**src/rtl/xlf_pkg.sv**
```systemverilog
// xlf_pkg: types, operation kind codes and constants of the lazy flags unit
// no dependencies
`default_nettype none

package xlf_pkg;

  typedef enum logic [1:0] {
    ACT_RECORD = 2'd0,
    ACT_EVAL   = 2'd1,
    ACT_READ   = 2'd2,
    ACT_WRITE  = 2'd3
  } act_t;

  typedef enum logic [4:0] {
    K_ADD8     = 5'd0,
    K_ADD16    = 5'd1,
    K_ADD32    = 5'd2,
    K_ADC8     = 5'd3,
    K_ADC16    = 5'd4,
    K_ADC32    = 5'd5,
    K_SUB8     = 5'd6,
    K_SUB16    = 5'd7,
    K_SUB32    = 5'd8,
    K_SBB8     = 5'd9,
    K_SBB16    = 5'd10,
    K_SBB32    = 5'd11,
    K_LOGIC8   = 5'd12,
    K_LOGIC16  = 5'd13,
    K_LOGIC32  = 5'd14,
    K_SHL8     = 5'd15,
    K_SHL16    = 5'd16,
    K_SHL32    = 5'd17,
    K_SHR8     = 5'd18,
    K_SHR16    = 5'd19,
    K_SHR32    = 5'd20,
    K_MUL8     = 5'd21,
    K_MUL16    = 5'd22,
    K_MUL32    = 5'd23,
    K_RESTORED = 5'd24,
    K_DEC8     = 5'd25,
    K_DEC16    = 5'd26,
    K_DEC32    = 5'd27,
    K_INC8     = 5'd28,
    K_INC16    = 5'd29,
    K_INC32    = 5'd30
  } op_kind_t;

  typedef enum logic [2:0] {
    CT_O  = 3'd0,
    CT_B  = 3'd1,
    CT_Z  = 3'd2,
    CT_BE = 3'd3,
    CT_S  = 3'd4,
    CT_P  = 3'd5,
    CT_L  = 3'd6,
    CT_LE = 3'd7
  } cond_sel_t;

  localparam logic [31:0] FLAG_LOAD_MASK = 32'h0000_08d5;
  localparam int unsigned ZF_BIT = 6;
  localparam int unsigned DF_BIT = 10;

  typedef struct packed {
    act_t        action;
    logic [4:0]  op_kind;
    logic [31:0] result_value;
    logic [31:0] source_value;
    logic [3:0]  condition;
    logic        omit_cf_of;
    logic [31:0] write_bits;
    logic [31:0] write_mask;
  } xlf_item_t;

  typedef struct packed {
    op_kind_t    kind;
    logic [31:0] result;
    logic [31:0] source;
    op_kind_t    saved_kind;
    logic [31:0] saved_result;
    logic        dflag;
    logic [31:0] other;
  } xlf_state_t;

  typedef struct packed {
    logic        en;
    act_t        action;
    logic [4:0]  kind;
    logic [31:0] result;
    logic [31:0] source;
    logic [31:0] bits;
    logic [31:0] mask;
  } xlf_upd_t;

endpackage

`default_nettype wire

```
**src/rtl/xlf_in_if.sv**
```systemverilog
// xlf_in_if: input channel of the lazy flags unit, valid/ready with item payload
// no dependencies
`default_nettype none

interface xlf_in_if;
  logic        valid;
  logic        ready;
  logic [1:0]  action;
  logic [4:0]  op_kind;
  logic [31:0] result_value;
  logic [31:0] source_value;
  logic [3:0]  condition;
  logic        omit_cf_of;
  logic [31:0] write_bits;
  logic [31:0] write_mask;

  modport source (
    output valid, action, op_kind, result_value, source_value, condition,
           omit_cf_of, write_bits, write_mask,
    input  ready
  );

  modport sink (
    input  valid, action, op_kind, result_value, source_value, condition,
           omit_cf_of, write_bits, write_mask,
    output ready
  );
endinterface

`default_nettype wire

```
**src/rtl/xlf_out_if.sv**
```systemverilog
// xlf_out_if: result channel of the lazy flags unit, valid/ready with result payload
// no dependencies
`default_nettype none

interface xlf_out_if;
  logic        valid;
  logic        ready;
  logic        cond_true;
  logic [31:0] flags_word;

  modport source (
    output valid, cond_true, flags_word,
    input  ready
  );

  modport sink (
    input  valid, cond_true, flags_word,
    output ready
  );
endinterface

`default_nettype wire

```
**src/rtl/xlf_state.sv**
```systemverilog
// xlf_state: lazy flag state registers and their update on record and write
// depends on xlf_pkg
`default_nettype none

module xlf_state
  import xlf_pkg::*;
(
  input  wire logic       clk,
  input  wire logic       rst,
  input  wire xlf_upd_t   upd,
  output xlf_state_t      st
);

  xlf_state_t st_next;

  always_comb begin
    st_next = st;
    if (upd.en) begin
      unique case (upd.action)
        ACT_RECORD: begin
          if (upd.kind >= K_DEC8 && upd.kind <= K_INC32) begin
            if (st.kind < K_DEC8) begin
              st_next.saved_kind   = st.kind;
              st_next.saved_result = st.result;
            end
            st_next.kind   = op_kind_t'(upd.kind);
            st_next.result = upd.result;
          end else if (upd.kind < K_DEC8) begin
            st_next.kind   = op_kind_t'(upd.kind);
            st_next.result = upd.result;
            st_next.source = upd.source;
          end
        end
        ACT_WRITE: begin
          st_next.source = upd.bits & FLAG_LOAD_MASK;
          st_next.result = {31'd0, ~upd.bits[ZF_BIT]};
          st_next.kind   = K_RESTORED;
          st_next.dflag  = upd.bits[DF_BIT];
          st_next.other  = (st.other & ~upd.mask) | (upd.bits & upd.mask);
        end
        default: begin
          st_next = st;
        end
      endcase
    end
  end

  always_ff @(posedge clk) begin
    if (rst) begin
      st <= '{kind: K_ADD8, saved_kind: K_ADD8, default: '0};
    end else begin
      st <= st_next;
    end
  end

endmodule

`default_nettype wire

```
**src/rtl/xlf_eval.sv**
```systemverilog
// xlf_eval: works out condition outcome and flags word from the lazy state
// depends on xlf_pkg
`default_nettype none

module xlf_eval
  import xlf_pkg::*;
(
  input  wire xlf_state_t  st,
  input  wire act_t        action,
  input  wire logic [3:0]  condition,
  input  wire logic        omit_cf_of,
  output logic             cond_true,
  output logic [31:0]      flags_word
);

  logic [31:0] d, s, cd, sumc, sumc1, sum, sum1, dif, dif1;
  logic [31:0] t_add, t_adc, t_sub, t_sbb, x_ds;
  logic [4:0]  d5, s5, u5;
  op_kind_t    ck;
  logic        cf, pf, af, zf, sf, of, neg, be, lt, le, f;

  assign d     = st.result;
  assign s     = st.source;
  assign ck    = (st.kind >= K_DEC8) ? st.saved_kind : st.kind;
  assign cd    = (st.kind >= K_DEC8) ? st.saved_result : st.result;
  assign sumc  = cd + s;
  assign sumc1 = cd + s + 32'd1;
  assign sum   = d + s;
  assign sum1  = d + s + 32'd1;
  assign dif   = d - s;
  assign dif1  = d - s - 32'd1;
  assign t_add = (dif ^ ~s) & (dif ^ d);
  assign t_adc = (dif1 ^ ~s) & (dif1 ^ d);
  assign t_sub = (sum ^ s) & (sum ^ d);
  assign t_sbb = (sum1 ^ s) & (sum1 ^ d);
  assign x_ds  = s ^ d;
  assign d5    = d[4:0];
  assign s5    = s[4:0];
  assign zf    = (d == 32'd0);
  assign neg   = d[31];
  assign pf    = (st.kind == K_RESTORED) ? s[2] : ~^d[7:0];
  assign sf    = (st.kind == K_RESTORED) ? s[7] : d[31];

  // carry, from the saved operation for inc/dec
  always_comb begin
    case (ck) inside
      K_ADD8:                      cf = cd[7:0] < s[7:0];
      K_ADD16:                     cf = cd[15:0] < s[15:0];
      K_ADD32:                     cf = cd < s;
      K_ADC8:                      cf = cd[7:0] <= s[7:0];
      K_ADC16:                     cf = cd[15:0] <= s[15:0];
      K_ADC32:                     cf = cd <= s;
      K_SUB8:                      cf = sumc[7:0] < s[7:0];
      K_SUB16:                     cf = sumc[15:0] < s[15:0];
      K_SUB32:                     cf = sumc < s;
      K_SBB8:                      cf = sumc1[7:0] <= s[7:0];
      K_SBB16:                     cf = sumc1[15:0] <= s[15:0];
      K_SBB32:                     cf = sumc1 <= s;
      K_SHL8:                      cf = s[7];
      K_SHL16:                     cf = s[15];
      K_SHL32:                     cf = s[31];
      K_SHR8, K_SHR16, K_SHR32,
      K_RESTORED:                  cf = s[0];
      K_MUL8, K_MUL16, K_MUL32:    cf = (s != 32'd0);
      default:                     cf = 1'b0;
    endcase
  end

  // auxiliary carry, only bit 4 matters
  always_comb begin
    u5 = 5'd0;
    af = 1'b0;
    case (st.kind) inside
      K_ADD8, K_ADD16, K_ADD32: begin
        u5 = d5 - s5;
        af = (d5[4] ^ u5[4] ^ s5[4]);
      end
      K_ADC8, K_ADC16, K_ADC32: begin
        u5 = d5 - s5 - 5'd1;
        af = (d5[4] ^ u5[4] ^ s5[4]);
      end
      K_SUB8, K_SUB16, K_SUB32: begin
        u5 = d5 + s5;
        af = (d5[4] ^ u5[4] ^ s5[4]);
      end
      K_SBB8, K_SBB16, K_SBB32: begin
        u5 = d5 + s5 + 5'd1;
        af = (d5[4] ^ u5[4] ^ s5[4]);
      end
      K_RESTORED: af = s[4];
      K_DEC8, K_DEC16, K_DEC32: begin
        u5 = d5 - 5'd1;
        af = d5[4] ^ u5[4];
      end
      K_INC8, K_INC16, K_INC32: begin
        u5 = d5 + 5'd1;
        af = d5[4] ^ u5[4];
      end
      default: af = 1'b0;
    endcase
  end

  // overflow
  always_comb begin
    case (st.kind) inside
      K_ADD8:               of = t_add[7];
      K_ADD16:              of = t_add[15];
      K_ADD32:              of = t_add[31];
      K_ADC8:               of = t_adc[7];
      K_ADC16:              of = t_adc[15];
      K_ADC32:              of = t_adc[31];
      K_SUB8:               of = t_sub[7];
      K_SUB16:              of = t_sub[15];
      K_SUB32:              of = t_sub[31];
      K_SBB8:               of = t_sbb[7];
      K_SBB16:              of = t_sbb[15];
      K_SBB32:              of = t_sbb[31];
      K_SHL8, K_SHR8:       of = x_ds[7];
      K_SHL16, K_SHR16:     of = x_ds[15];
      K_SHL32, K_SHR32:     of = x_ds[31];
      K_MUL8, K_MUL16,
      K_MUL32:              of = (s != 32'd0);
      K_RESTORED:           of = s[11];
      K_DEC8:               of = (d[7:0] == 8'h80);
      K_DEC16:              of = (d[15:0] == 16'h8000);
      K_DEC32:              of = (d == 32'h8000_0000);
      K_INC8:               of = (d[7:0] == 8'h7f);
      K_INC16:              of = (d[15:0] == 16'h7fff);
      K_INC32:              of = (d == 32'h7fff_ffff);
      default:              of = 1'b0;
    endcase
  end

  // below-or-equal and signed compares
  always_comb begin
    case (st.kind) inside
      K_SUB8:     be = sum[7:0] <= s[7:0];
      K_SUB16:    be = sum[15:0] <= s[15:0];
      K_SUB32:    be = sum <= s;
      K_RESTORED: be = s[6] | s[0];
      default:    be = cf | zf;
    endcase
  end

  always_comb begin
    case (st.kind) inside
      K_SUB8: begin
        lt = $signed(sum[7:0]) < $signed(s[7:0]);
        le = lt | (sum[7:0] == s[7:0]);
      end
      K_SUB16: begin
        lt = $signed(sum[15:0]) < $signed(s[15:0]);
        le = lt | (sum[15:0] == s[15:0]);
      end
      K_SUB32: begin
        lt = $signed(sum) < $signed(s);
        le = lt | (sum == s);
      end
      K_LOGIC8, K_LOGIC16, K_LOGIC32, K_DEC8, K_DEC16, K_DEC32,
      K_INC8, K_INC16, K_INC32: begin
        lt = neg;
        le = neg | zf;
      end
      K_RESTORED: begin
        lt = s[7] ^ s[11];
        le = lt | s[6];
      end
      default: begin
        lt = neg ^ of;
        le = lt | zf;
      end
    endcase
  end

  always_comb begin
    unique case (cond_sel_t'(condition[3:1]))
      CT_O:  f = of;
      CT_B:  f = cf;
      CT_Z:  f = zf;
      CT_BE: f = be;
      CT_S:  f = sf;
      CT_P:  f = pf;
      CT_L:  f = lt;
      CT_LE: f = le;
      default: f = 1'b0;
    endcase
  end

  assign cond_true  = (action == ACT_EVAL) ? (f ^ condition[0]) : 1'b0;
  assign flags_word = (action == ACT_READ)
                    ? (st.other | {20'd0, of & ~omit_cf_of, st.dflag, 2'b00, sf, zf,
                                   1'b0, af, 1'b0, pf, 1'b0, cf & ~omit_cf_of})
                    : 32'd0;

endmodule

`default_nettype wire

```
**src/rtl/x86_lazy_flags_unit_top.sv**
```systemverilog
// x86_lazy_flags_unit_top: input register, flag evaluation, state and result register
// depends on xlf_pkg, xlf_in_if, xlf_out_if, xlf_state, xlf_eval
`default_nettype none

// Lazy x86 flags unit. Every transfer on req gives exactly one transfer on rsp,
// after passing through the input register, where the flags are evaluated from
// the stored operation, and then the result register. One item is taken every
// cycle while rsp is not stalled; the stored operation is updated as an item
// leaves the input register, so the next item already sees it.
module x86_lazy_flags_unit_top
  import xlf_pkg::*;
(
  input  wire logic    clk,
  input  wire logic    rst,
  xlf_in_if.sink       req,
  xlf_out_if.source    rsp
);

  logic        s1_valid;
  xlf_item_t   s1;
  logic        adv;
  logic        rsp_valid;
  logic        rsp_cond;
  logic [31:0] rsp_flags;
  xlf_state_t  st;
  xlf_upd_t    upd;
  logic        ct;
  logic [31:0] fw;

  assign adv       = s1_valid && (!rsp_valid || rsp.ready);
  assign req.ready = !s1_valid || !rsp_valid || rsp.ready;

  always_ff @(posedge clk) begin
    if (rst) begin
      s1_valid <= 1'b0;
    end else if (req.ready) begin
      s1_valid <= req.valid;
    end
  end

  always_ff @(posedge clk) begin
    if (req.ready && req.valid) begin
      s1.action       <= act_t'(req.action);
      s1.op_kind      <= req.op_kind;
      s1.result_value <= req.result_value;
      s1.source_value <= req.source_value;
      s1.condition    <= req.condition;
      s1.omit_cf_of   <= req.omit_cf_of;
      s1.write_bits   <= req.write_bits;
      s1.write_mask   <= req.write_mask;
    end
  end

  assign upd.en     = adv;
  assign upd.action = s1.action;
  assign upd.kind   = s1.op_kind;
  assign upd.result = s1.result_value;
  assign upd.source = s1.source_value;
  assign upd.bits   = s1.write_bits;
  assign upd.mask   = s1.write_mask;

  xlf_state u_state (
    .clk (clk),
    .rst (rst),
    .upd (upd),
    .st  (st)
  );

  xlf_eval u_eval (
    .st         (st),
    .action     (s1.action),
    .condition  (s1.condition),
    .omit_cf_of (s1.omit_cf_of),
    .cond_true  (ct),
    .flags_word (fw)
  );

  always_ff @(posedge clk) begin
    if (rst) begin
      rsp_valid <= 1'b0;
    end else if (!rsp_valid || rsp.ready) begin
      rsp_valid <= s1_valid;
    end
  end

  always_ff @(posedge clk) begin
    if (adv) begin
      rsp_cond  <= ct;
      rsp_flags <= fw;
    end
  end

  assign rsp.valid      = rsp_valid;
  assign rsp.cond_true  = rsp_cond;
  assign rsp.flags_word = rsp_flags;

`ifndef SYNTHESIS
  // the saved operation for carry is never an inc/dec kind
  a_saved_kind: assert property (@(posedge clk) disable iff (rst)
    st.saved_kind < K_DEC8)
    else $error("saved kind is inc/dec");

  // direction flag only moves on a flags write
  a_dflag: assert property (@(posedge clk) disable iff (rst)
    !(adv && s1.action == ACT_WRITE) |=> $stable(st.dflag))
    else $error("direction flag changed without write");

  // a result carries at most one kind of answer
  a_one_answer: assert property (@(posedge clk) disable iff (rst)
    rsp_valid |-> !(rsp_cond && rsp_flags != 32'd0))
    else $error("both condition and flags word set");

  // an item in the input register waits while the result register is stalled
  a_hold: assert property (@(posedge clk) disable iff (rst)
    s1_valid && !adv |=> s1_valid && $stable(s1))
    else $error("input register lost an item");
`endif

endmodule

`default_nettype wire
```
**src/flat_wrapper.sv**
```systemverilog
// flat-port wrapper written by rule: the top's interface ports become plain ports
module x86_lazy_flags_unit_top_flat import xlf_pkg::*;
  (clk, rst, req_valid, req_action, req_op_kind, req_result_value, req_source_value, req_condition, req_omit_cf_of, req_write_bits, req_write_mask, req_ready, rsp_valid, rsp_cond_true, rsp_flags_word, rsp_ready);
  xlf_in_if req_i ();
  xlf_out_if rsp_i ();
  input  wire logic clk;
  input  wire logic rst;
  input wire logic [$bits(req_i.valid)-1:0] req_valid;
  input wire logic [$bits(req_i.action)-1:0] req_action;
  input wire logic [$bits(req_i.op_kind)-1:0] req_op_kind;
  input wire logic [$bits(req_i.result_value)-1:0] req_result_value;
  input wire logic [$bits(req_i.source_value)-1:0] req_source_value;
  input wire logic [$bits(req_i.condition)-1:0] req_condition;
  input wire logic [$bits(req_i.omit_cf_of)-1:0] req_omit_cf_of;
  input wire logic [$bits(req_i.write_bits)-1:0] req_write_bits;
  input wire logic [$bits(req_i.write_mask)-1:0] req_write_mask;
  output wire logic [$bits(req_i.ready)-1:0] req_ready;
  output wire logic [$bits(rsp_i.valid)-1:0] rsp_valid;
  output wire logic [$bits(rsp_i.cond_true)-1:0] rsp_cond_true;
  output wire logic [$bits(rsp_i.flags_word)-1:0] rsp_flags_word;
  input wire logic [$bits(rsp_i.ready)-1:0] rsp_ready;
  assign req_i.valid = req_valid;
  assign req_i.action = req_action;
  assign req_i.op_kind = req_op_kind;
  assign req_i.result_value = req_result_value;
  assign req_i.source_value = req_source_value;
  assign req_i.condition = req_condition;
  assign req_i.omit_cf_of = req_omit_cf_of;
  assign req_i.write_bits = req_write_bits;
  assign req_i.write_mask = req_write_mask;
  assign req_ready = req_i.ready;
  assign rsp_valid = rsp_i.valid;
  assign rsp_cond_true = rsp_i.cond_true;
  assign rsp_flags_word = rsp_i.flags_word;
  assign rsp_i.ready = rsp_ready;
  x86_lazy_flags_unit_top u_core (.clk(clk), .rst(rst), .req(req_i), .rsp(rsp_i));
endmodule
```
**config.mk**
```make
export PLATFORM = sky130hd
export DESIGN_NAME = x86_lazy_flags_unit_top_flat
export DESIGN_NICKNAME = d
export VERILOG_FILES = /design/src/rtl/xlf_pkg.sv /design/src/rtl/xlf_in_if.sv /design/src/rtl/xlf_out_if.sv /design/src/rtl/xlf_state.sv /design/src/rtl/xlf_eval.sv /design/src/rtl/x86_lazy_flags_unit_top.sv /design/src/flat_wrapper.sv
export SDC_FILE = /design/constraint.sdc
export NUM_CORES = 1
export LEC_CHECK = 0
export BUFFER_PORTS_ARGS = -buffer_cell sky130_fd_sc_hd__buf_4
export CORE_AREA = 5 5 223 182
export CTS_CLUSTER_DIAMETER = 60
export DETAILED_ROUTE_END_ITERATION = 8
export DIE_AREA = 0 0 228 187
export PLACE_DENSITY = 0.76
export SYNTH_ARGS = -nofsm -noshare
export SYNTH_HDL_FRONTEND = slang
export SYNTH_SLANG_ARGS = --single-unit
```
**constraint.sdc**
```tcl
create_clock -name clk -period 13.8 [get_ports clk]
set_input_delay 2.76 -clock clk [delete_from_list [all_inputs] [get_ports clk]]
set_output_delay 2.76 -clock clk [all_outputs]
set_load 0.02 [all_outputs]
```
# Yosys cells after proc, flatten, opt, wreduce, memory -nomap -nowiden
# Index checks and enable logic that the tools add are counted.
word_totals:
  register_bits: 314
  latchBits: 0
  ramBits: 0
  romBits: 0
  input_bits: 144
  out_inout_bits: 35
  elab_cells: 274
  memories: 0
classes:
  add_sub_neg: 12
  multipliers: 0
  div_mod_pow: 0
  n_lt_le_gt_ge: 23
  eq_ne: 73
  shifts: 0
  n_mux: 70
  n_bitwise: 44
  reduce_logical: 33
op_table:
  columns: ["operator", "count"]
  rows:
  - ["bitwise XOR 32 bit", 9]
  - ["AND 32 bit", 6]
  - ["one-hot mux 69 bit (2 select lines)", 1]
  - ["equality test 5 bit (second input constant)", 24]
  - ["<= comparator 32 bit", 3]
  - ["< comparator 32 bit", 3]
  - ["2-to-1 mux 69 bit", 1]
  - ["equality test 5 x 4 -> 1 bit (second input constant)", 13]
  - ["adder 32 x 1 -> 32 bit (second input constant)", 2]
  - ["adder 32 bit", 2]
  - ["2-to-1 mux 32 bit", 2]
  - ["inverter 32 bit", 2]
  - ["2-to-1 mux 1 bit", 63]
  - ["<= comparator 16 bit", 3]
  - ["< comparator 16 bit", 3]
  - ["equality test 5 x 3 -> 1 bit (second input constant)", 8]
  - ["2-to-1 mux 37 bit", 1]
  - ["equality test 32 x 31 -> 1 bit (second input constant)", 1]
  - ["equality test 32 bit", 1]
  - ["equality test 32 bit (second input constant)", 1]
  - ["zero test 32 bit", 1]
  - ["OR 32 x 12 -> 32 bit", 1]
  - ["OR 32 bit", 1]
  - ["nonzero test 32 bit", 1]
  - ["other kinds (47)", 102]

# Longest topological paths before layout
# Gate-level depths: netlist (run 1).
logic_depth:
  depth_word: 33
  depth_mapped: 37
  mapped_depth_nobuf: 34

# Modules after synthesis
# From an unflattened synthesis (run 1), not the netlist that was laid out.
hier_totals:
  cells_unflattened: 2516
  hier_area_um2: 22784.4
by_module_without_submodules:
  columns: ["module", "instances", "cells_per_inst", "area_per_inst_um2", "seq_area_each_um2"]
  rows:
  - ["xlf_eval", 1, 1678, 11685.0, 0.0]
  - ["xlf_state", 1, 655, 5800.6, 2782.7]
  - ["x86_lazy_flags_unit_top", 1, 183, 5298.8, 5235.0]

# Least setup slack after synthesis (run 1)
# Ideal clock, no wire load.
synth_path:
  kind: "flip-flop to flip-flop"
  from: "register u_core.u_state.st[136] (netlist name)"
  to: "register u_core.rsp_cond (netlist: u_core.rsp.cond_true) (data pin)"
  setup_ns: 0.262
  t_arrival_ns: 7.157
  required_ns: 13.538
  path_slack_ns: 6.382
  path_stages_with_launch: 37
  synth_period_minus_slack_ns: 7.418
  path_cell_list: "dfxtp_1 clkbuf_1 nor3_1 or2_2 clkbuf_1 clkbuf_1 mux2_2 ha_1 nand2b_1 a21oi_1 o21bai_1 a21oi_1 o21bai_1 a21oi_1 or3_1 a2111oi_0 nand3b_1 nor4b_1 o21ai_0 nor2b_1 nand4_1 xnor2_1 ha_1 nand4_1 nor2_1 nand4_1 nor4_1 nor4_1 nand2_1 o211ai_1 a21oi_1 o41ai_1 nand3_1 a22o_1 o21ba_1 a211oi_2 mux2i_1"
synth_between:
  elab_chain_len: 33
synth_lines:
  columns: ["element", "line_no", "rtl"]
  rows:
  - ["branches (longest 31 deep; another with adder 32 bit)", null, null]
  - ["one-hot mux 1 bit (8 select lines) (*)", "xlf_eval.sv:176", "unique case (cond_sel_t'(condition[3:1]))"]
  - ["bitwise XOR 1 bit (*)", "xlf_eval.sv:189", "assign cond_true = (action == ACT_EVAL) ? (f ^ condition[0]) : 1'b0;"]
  - ["end signal, assigned", "x86_lazy_flags_unit_top.sv:88", "rsp_cond <= ct;"]
  - ["end, declared", "x86_lazy_flags_unit_top.sv:23", "logic rsp_cond;"]
# Mark *: on every way between the ends.
# A chain may end at the register's enable or synchronous reset.

# Worst setup path in the final report (run 1)
layout_path:
  from: "register u_core.u_state.st[138] (netlist name)"
  to: "register u_core.rsp_cond (netlist: u_core.rsp.cond_true) (data pin)"
layout_between:
  elab_chain_len: 33
layout_lines:
  columns: ["element", "line_no"]
  rows:
  - ["branches (longest 31 deep; another with adder 32 bit)", null]
  - ["one-hot mux 1 bit (8 select lines) (*)", "xlf_eval.sv:176"]
  - ["bitwise XOR 1 bit (*)", "xlf_eval.sv:189"]
# Marked as above.

==> metrics.txt, run 1 <==
status finished, final reports clean; CTS H-tree depth 1; f_max 105 MHz; Layout Nets 3070; # resized after CTS 0; dominant synthesized flop cell edfxtp_1; total negative slack 0 ns; Worst-Margin Slew 1.09 ns; DR DRC count 0; final hold violation count 0; CP Buf/Inv Count 1; CTS sink count 314; Pwr Total 2.51 mW; HPWL Detailed 57600 µm; Post-synth EDFFs 173; count of pins over their slew limit 0; Critical Path End u_core.rsp.cond_true; Starting Density 0.595; DR pass1 iterations 6; Hold WS 0.454 ns; P&R area growth vs syn 11.9%; Post-CTS Hold Buffers 0; Req. time, crit path 14.09 ns; Post-Synthesis Net Count 2959; antenna violations before repair 1; grt ovf 0; reg2reg setup slack 4.32 ns; Synth Area in Compound Gates 0.190; flops & latches, synth 314; I/O pin total 179; post-synthesis mux area share 0.0260; CTS tree built; Hold WC Path Type reg -> reg; Critical path origin u_core.u_state.st[138]; maxcap violations 0; CP arrival 9.77 ns; postcts setup bufs 0; Synth top area share 0.230; die footprint 42600 µm²; Slowest cell on crit path dfxtp_1; die width 228 µm; RR Startpoint u_core.u_state.st[138]; routed wire length 73900 µm; routed len/inst 23.1 µm; GRT Overall Usage 0.330; syn_area_per_cell 8.76 µm²; min Tclk post-route 9.48 ns; Post-DRT Antenna Nets 0; RSZ-0062 raised after global routing false; FFs w/ async S/R, synth 0; r2r worst-path depth 34; post-synthesis sequential area ratio 0.356; vias in the first global route 19400; fin area 25200 µm²; Skew-Pair Late Insertion Delay 0.55 ns; Clock Path Buffers 3; Synth Area in XOR/XNOR 0.0396; period utilisation layout 0.687; Placer Congestion 1.02; DR vias/cell 6.45; Inst Count DP 3150; Mapped Cells 2573; Slew HR 0.262; Critical Path Sink Type register; library cells used by synthesis 88; fin util 0.666; YS warnings 0; endpoints failing setup 0; Final Skew 0.0231 ns; critical path class reg -> reg; core area 37900 µm²; Critical Path Source Type register; DIE HEIGHT 187 µm; Levels on crit path 34; leakage power 10.4 nW; CTS Root Cell clkbuf_16; First DRT Iteration DRCs 2198; first-pass GRT wire length 113000 µm; routed vias 20600; FF-to-FF End u_core.rsp.cond_true; Post-Synth Adder-Cell Area 0.136; Cell Area, Synth 22500 µm²; Yosys top cell by area edfxtp_1; CP peak stage delay 0.77 ns; number of CTS-inserted buffers 27; Finished Layout Cells 3199; layout cells sized above 1 0.115; Fill cells 3069; Rows 64; Inserted Diodes 0; largest net degree at the start of global routing 88; Post-Synth Simple-Gate Area 0.211; ranking of synthesized cells by area edfxtp_1 23%, ha_1 13%, dfxtp_1 13%, a21oi_1 6.0%, nand2_1 5.0%; min setup slack post-route 4.32 ns; Place WS 4.57 ns; Power Density 99.6 nW/µm²; peak supply drop 0.000113 V; clock transition at the registers of the reported paths 0.07 ns; dpl cell area 24200 µm²; CP max FO 34; Crit path max-delay family compound AO/OA/AOI/OAI gates; largest family of logic cells by synthesized area simple AND/OR/NAND/NOR gates; port bufs 178
## cell families (layout without fill, tap and decap cells)
| group | Yosys count | in the layout |
|---|---|---|
| XOR/XNOR | 102 | 102 |
| multiplexers | 54 | 54 |
| AO/OA/AOI/OAI | 670 | 670 |
| flip-flops | 314 | 314 |
| buffers and inverters | 249 | 380 |
| adder cells (fa/ha/maj) | 243 | 243 |
| AND/OR/NAND/NOR | 941 | 941 |
## cells in the final DEF, fill, tap and decap left out, types with 15 or more instances in the layout
cell / n
xor2_1: 29
nor4_1: 34
xnor2_1: 73
o211ai_1: 20
nor2_1: 157
mux2i_1: 18
clkbuf_16: 27
a211oi_1: 30
nor2b_1: 37
a21o_1: 50
nand3_1: 80
or3_1: 25
a31oi_1: 18
buf_4: 196
nor3_1: 61
and2_1: 29
dfxtp_1: 141
nand2b_1: 32
nand2_1: 299
nand3b_1: 65
mux2_2: 36
a21oi_1: 269
o21a_1: 26
o31ai_1: 23
ha_1: 238
edfxtp_1: 173
inv_1: 134
nand4_1: 42
o21bai_1: 20
o21ai_0: 78
or4_1: 15
## worst register-to-register path: cells and delay by family, from the launching register on
| family | cells | cell delay, ns |
|---|---|---|
| and+or+nand+nor | 13 | 2.99 |
| xor gates and xnor gates | 2 | 0.34 |
| AOI/OAI and AO/OA | 14 | 3.68 |
| adders and majority gates | 2 | 0.63 |
| buffers and inverters | 1 | 0.29 |
| muxes | 2 | 0.55 |
| DFF | 1 | 0.77 |
## area by class of cell
type | count | area, µm² | share of cell area
clock buffers | 28 | 689 | 0.0273
multi-input cells | 2010 | 13600 | 0.539
well taps | 495 | 619 | 0.0246
flip-flops and latches | 314 | 8020 | 0.318
repair buffers | 196 | 1470 | 0.0583
inverters | 135 | 507 | 0.0201
clock inverters | 21 | 319 | 0.0127
## Yosys cell counts, drive strengths merged, types with 15 or more instances
| cell | count |
|---|---|
| a211oi | 31 |
| a21o | 50 |
| a21oi | 270 |
| a31oi | 18 |
| and2 | 33 |
| clkbuf | 103 |
| dfxtp | 141 |
| edfxtp | 173 |
| ha | 239 |
| inv | 134 |
| mux2 | 36 |
| mux2i | 18 |
| nand2 | 299 |
| nand2b | 32 |
| nand3 | 81 |
| nand3b | 65 |
| nand4 | 42 |
| nor2 | 157 |
| nor2b | 37 |
| nor3 | 62 |
| nor4 | 35 |
| o211ai | 20 |
| o21a | 26 |
| o21ai | 82 |
| o21bai | 20 |
| o31ai | 23 |
| or3 | 25 |
| or4 | 15 |
| xnor2 | 73 |
| xor2 | 29 |
## routing by layer
metal | track usage | part of all wire | vias up
met5 | 0 | 0.000095 | -
met4 | 0.0958 | 0.035 | 2
met3 | 0.0580 | 0.083 | 143
met2 | 0.521 | 0.45 | 954
met1 | 0.468 | 0.43 | 9860
li1 | - | - | 9661
## worst min path at each step
stage                     cells past startpoint               endpoint  slack (ns)
final                                         2               register        0.45
after detailed placement                      2               register        0.44
after global routing                          2               register        0.48
after CTS                                     2               register        0.45
after floorplan                               2  u_core.u_state.st[68]        0.43
after global placement                        2               register        0.44
## report_power, final
part           total [mW]  switching, mW  internal, mW
Clock               0.859          0.358         0.501
Combinational       0.594          0.369         0.224
Sequential           1.06         0.0338          1.03
Note: power is estimated with default switching activity, not from simulation.
==> run 2, diff against run 1 <==
- clock period: 13.8 -> 9.1 ns (I/O delays scaled with it)
==> run 2 against run 1 <==
Against the previous run: sequential cell count is the same; via count grew 0.75%; first-iteration DRC count grew 2.5%; critical path type unchanged; largest power group unchanged.
==> metrics.txt, run 2 (synthesis results as in run 1) <==
First DRT Iteration DRCs 2254; Reg area 8020 µm²; Slew HR 0.137; most frequent cells in the layout 299 x nand2_1, 269 x a21oi_1, 238 x ha_1, 209 x buf_4, 173 x edfxtp_1; Hold WC Path Type reg -> reg; maxcap violations 0; CTS Root Cell clkbuf_16; DIE HEIGHT 187 µm; Crit path max-delay family simple AND/OR/NAND/NOR gates; area of the multi-input gates 13600 µm²; Worst-Margin Slew 1.26 ns; sequential share of power 0.434; P&R area growth vs syn 11.8%; wl on met1 31800 µm; largest net degree at the start of global routing 92; CP max FO 13; Clock Power Share 0.315; HPWL Detailed 58900 µm; postcts setup bufs 0; routed vias 20800; DR pass1 iterations 6; Critical Path Sink Type register; Met3 Routed Length 6690 µm; Inserted Diodes 0; Layout Nets 3083; final hold violation count 0; Rows 64; Comb pwr share 0.251; most used cell, CP a21oi_1; uppermost layer routed met4; GRT Overall Usage 0.333; critical path class reg -> reg; DR vias/cell 6.47; total negative slack 0 ns; DR DRC count 0; clock transition at the registers of the reported paths 0.07 ns; CP peak stage delay 0.47 ns; number of CTS-inserted buffers 27; die width 228 µm; Starting Density 0.595; routed len/inst 23.4 µm; Psw 1.15 mW; CP arrival 8.75 ns; most common cell after layout, fill and taps aside nand2_1; leakage power 10.4 nW; switching portion of total power 0.311; Placer Congestion 1.02; Cell Int Power 2.54 mW; Skew-Pair Late Insertion Delay 0.55 ns; die footprint 42600 µm²; status finished, final reports clean; peak supply drop 0.000175 V; core area 37900 µm²; min setup slack post-route 0.644 ns; Place WS 0.792 ns; count of pins over their slew limit 0; met2 WL 34600 µm; I/O pin total 179; grt ovf 0; CP Buf/Inv Count 1; Post-DRT Antenna Nets 0; layout cells sized above 1 0.117; RSZ-0062 raised after global routing false; fin util 0.665; Req. time, crit path 9.39 ns; endpoints failing setup 0; Critical Path Source Type register; vias in the first global route 19200; Slowest cell on crit path nor4b_1; min Tclk post-route 8.46 ns; CTS tree built; Final Skew 0.0129 ns; CTS sink count 314; Power Density 146 nW/µm²; CTS H-tree depth 1; Fill cells 3105; port bufs 178; reg2reg setup slack 0.64 ns; f_max 118 MHz; Pwr Total 3.69 mW; Clock Path Buffers 3; period utilisation layout 0.929; antenna violations before repair 0; first-pass GRT wire length 114000 µm; routed wire length 75100 µm
==> run 2: cell types whose count changed in the layout (fill, tap and decap cells not counted), sizes merged <==
cell,delta
inv,-2
bufinv,-4
clkinvlp,-5
buf,+13
clkinv,+5
clkbuf,+6
==> run 2: path summary, 6_finish.rpt <==
| kind | cells after the start | startpoint | to |
|---|---|---|---|
| setup reg to reg | 35 | u_core.u_state.st[135] | u_core.rsp.cond_true |
| setup / recovery | 35 | u_core.u_state.st[135] | u_core.rsp.cond_true |
| hold / removal | 2 | u_core.u_state.st[68] | u_core.u_state.st[68] |
| hold reg to reg | 2 | u_core.u_state.st[68] | u_core.u_state.st[68] |
==> run 2: per-stage QoR <==
step / instance area, µm² / instances / hold WS, ns
after global routing: 25200 / 3212 / 0.470
after floorplan: 22500 / 2573 / 0.431
after detailed placement: 24300 / 3163 / 0.442
after global placement: 24300 / 3163 / 0.436
final: 25200 / 3212 / 0.456
after CTS: 25200 / 3212 / 0.453
==> run 2: layout make-up <==
type | instances | area share
clock inverter | 15 | 0.00606
timing repair buffer | 209 | 0.0623
sequential | 314 | 0.318
tap | 495 | 0.0246
inverter | 135 | 0.0201
multi-input combinational | 2010 | 0.541
clock buffer | 34 | 0.0283
==> run 2: what timing repair did <==
action,CTS,global route
endpoints found under the setup margin,0,1
hold buffers,0,0
resized for setup,0,6
==> run 2: worst min-delay path, delay by kind of cell, from the launching register on <==
family / cells / cell delay, ns
AOI/OAI and AO/OA: 1 / 0.05
DFF: 1 / 0.31
and+or+nand+nor: 1 / 0.05
==> run 2: power groups by stage <==
| stage | combinational, mW | sequential (mW) | clock [mW] |
|---|---|---|---|
| CTS | 0.895 | 1.60 | 1.16 |
| global route | 0.989 | 1.60 | 1.23 |
| finish | 0.925 | 1.60 | 1.16 |
| floorplan | 0.573 | 1.62 | 0 |
| global placement | 0.871 | 1.63 | 0 |
| detailed placement | 0.888 | 1.63 | 0 |
==> run 2: per-layer routing <==
metal | global-route usage | vias to the layer above
li1 | - | 9661
met1 | 0.467 | 10000
met3 | 0.0678 | 128
met4 | 0.0784 | 0
met2 | 0.536 | 964
met5 | 0 | -
==> run 3, diff against run 2 <==
- clock period: 9.1 -> 7.9 ns (I/O delays scaled with it)
==> run 3 against run 2 <==
Against the previous run: die area unchanged; critical endpoint unchanged; largest cell class unchanged; largest power group unchanged; setup slack lost 0.32 ns; clock power is 15% higher; first-iteration DRC count is 14% higher; via count up 1.3%.
==> metrics.txt, run 3 (synthesis results as in run 1) <==
fin area 25800 µm²; CTS tree built; hold path depth 2; die footprint 42600 µm²; min Tclk post-route 7.57 ns; RR Startpoint u_core.u_state.st[136]; CTS Root Cell clkbuf_16; Hold WC Path Type reg -> reg; First DRT Iteration DRCs 2566; HPWL Detailed 58500 µm; min setup slack post-route 0.327 ns; Final Skew 0.0225 ns; Crit path max-delay family compound AO/OA/AOI/OAI gates; CP arrival 7.87 ns; r2r worst-path depth 33; critical path class reg -> reg; number of CTS-inserted buffers 26; period utilisation layout 0.959; Power Density 165 nW/µm²; Post-DRT Antenna Nets 0; antenna violations before repair 1; layout cells sized above 1 0.143; DIE HEIGHT 187 µm; core area 37900 µm²; Clock Path Buffers 3; Starting Density 0.595; leakage power 10.8 nW; CTS H-tree depth 1; Inserted Diodes 0; GRT Overall Usage 0.330; endpoints failing setup 0; reg2reg setup slack 0.33 ns; grt ovf 0; maxcap violations 0; P&R area growth vs syn 14.4%; count of pins over their slew limit 0; routed wire length 74600 µm; most common cell after layout, fill and taps aside nand2_1; Place WS -0.0756 ns; Critical Path Sink Type register; DR vias/cell 6.42; Placer Congestion 1.05; fin util 0.681; final hold violation count 0; routed vias 21000; Worst-Margin Slew 1.06 ns; Slowest cell on crit path a221oi_1; most frequent cells in the layout 299 x nand2_1, 275 x buf_4, 265 x a21oi_1, 238 x ha_1, 173 x edfxtp_1; CTS sink count 314; clock transition at the registers of the reported paths 0.08 ns; port bufs 178; Critical Path Source Type register; CP Buf/Inv Count 3; I/O pin total 179; DR DRC count 0; f_max 132 MHz; routed len/inst 22.8 µm; Slew HR 0.295; status finished, final reports clean; FF-to-FF End u_core.rsp.cond_true; DR pass1 iterations 6; Rows 64; peak supply drop 0.000166 V; vias in the first global route 19600; Req. time, crit path 8.20 ns; die width 228 µm; CP max FO 6; Layout Nets 3149; Skew-Pair Late Insertion Delay 0.54 ns; dpl cell area 24800 µm²; CP peak stage delay 0.41 ns; total negative slack 0 ns; largest net degree at the start of global routing 93; first-pass GRT wire length 113000 µm
==> run 3: cell types whose count changed in the layout (fill, tap and decap cells not counted), sizes merged <==
cell / change
inv: -1
clkinv: -5
buf: +67
clkinvlp: +1
clkbuf: +4
==> run 3: repair_timing <==
action / 4_1_cts / 5_1_grt
buffers inserted: 0 / 2
hold buffers: 0 / 0
setup endpoints to repair: 1 / 2
gates resized for setup: 3 / 25
endpoints found under the hold margin: 0 / 0
pin swaps: 0 / 12
==> run 3: how the worst max path moves through the flow <==
stage,from,to,cells after the start
after floorplan,u_core.u_state.st[136],u_core.rsp.cond_true,36
after global placement,u_core.u_state.st[134],u_core.rsp.cond_true,35
after detailed placement,u_core.u_state.st[134],u_core.rsp.cond_true,36
after CTS,u_core.u_state.st[134],u_core.rsp.cond_true,36
after global routing,u_core.u_state.st[136],u_core.rsp.cond_true,37
final,u_core.u_state.st[136],u_core.rsp.cond_true,33
==> run 3: layout make-up <==
cell class,instances,area [µm²]
multi-input cells,2010,13700
clock inverters,10,124
well taps,495,619
fillers,3113,12100
clock buffers,38,747
inverters,135,507
repair buffers,276,2080
flip-flops and latches,314,8020
==> run 3: power breakdown <==
part / switching (mW) / internal [mW] / leakage [nW]
clock: 0.579 / 0.755 / 0.423
combinational: 0.666 / 0.411 / 7.51
sequential: 0.0431 / 1.79 / 2.84
total: 1.29 / 2.96 / 10.8
==> run 3: routing by layer <==
layer  global-route usage  vias up  part of all wire
met4               0.0837        2             0.031
met3               0.0651      134             0.090
met2                0.520     1062              0.45
met1                0.470    10000              0.43
li1                     -     9801                 -
met5                    0        -           0.00017
==> run 3: per-stage QoR <==
step           hold WS [ns]  power, mW  cells
2_1_floorplan         0.431       2.53   2573
3_3_place_gp          0.436       2.87   3228
3_5_place_dp          0.445       2.89   3228
4_1_cts               0.454       4.20   3276
5_1_grt               0.468       4.41   3278
6_report              0.452       4.25   3278
==> run 3: worst register-to-register path: cells and delay by family, from the launching register on <==
kind            cells  cell delay [ns]
compound gates     14             3.15
simple gates       10             1.94
fa+ha+maj           2             0.61
mux                 2             0.48
buf+inv             3             0.47
xor+xnor            2             0.38
flops               1             0.32
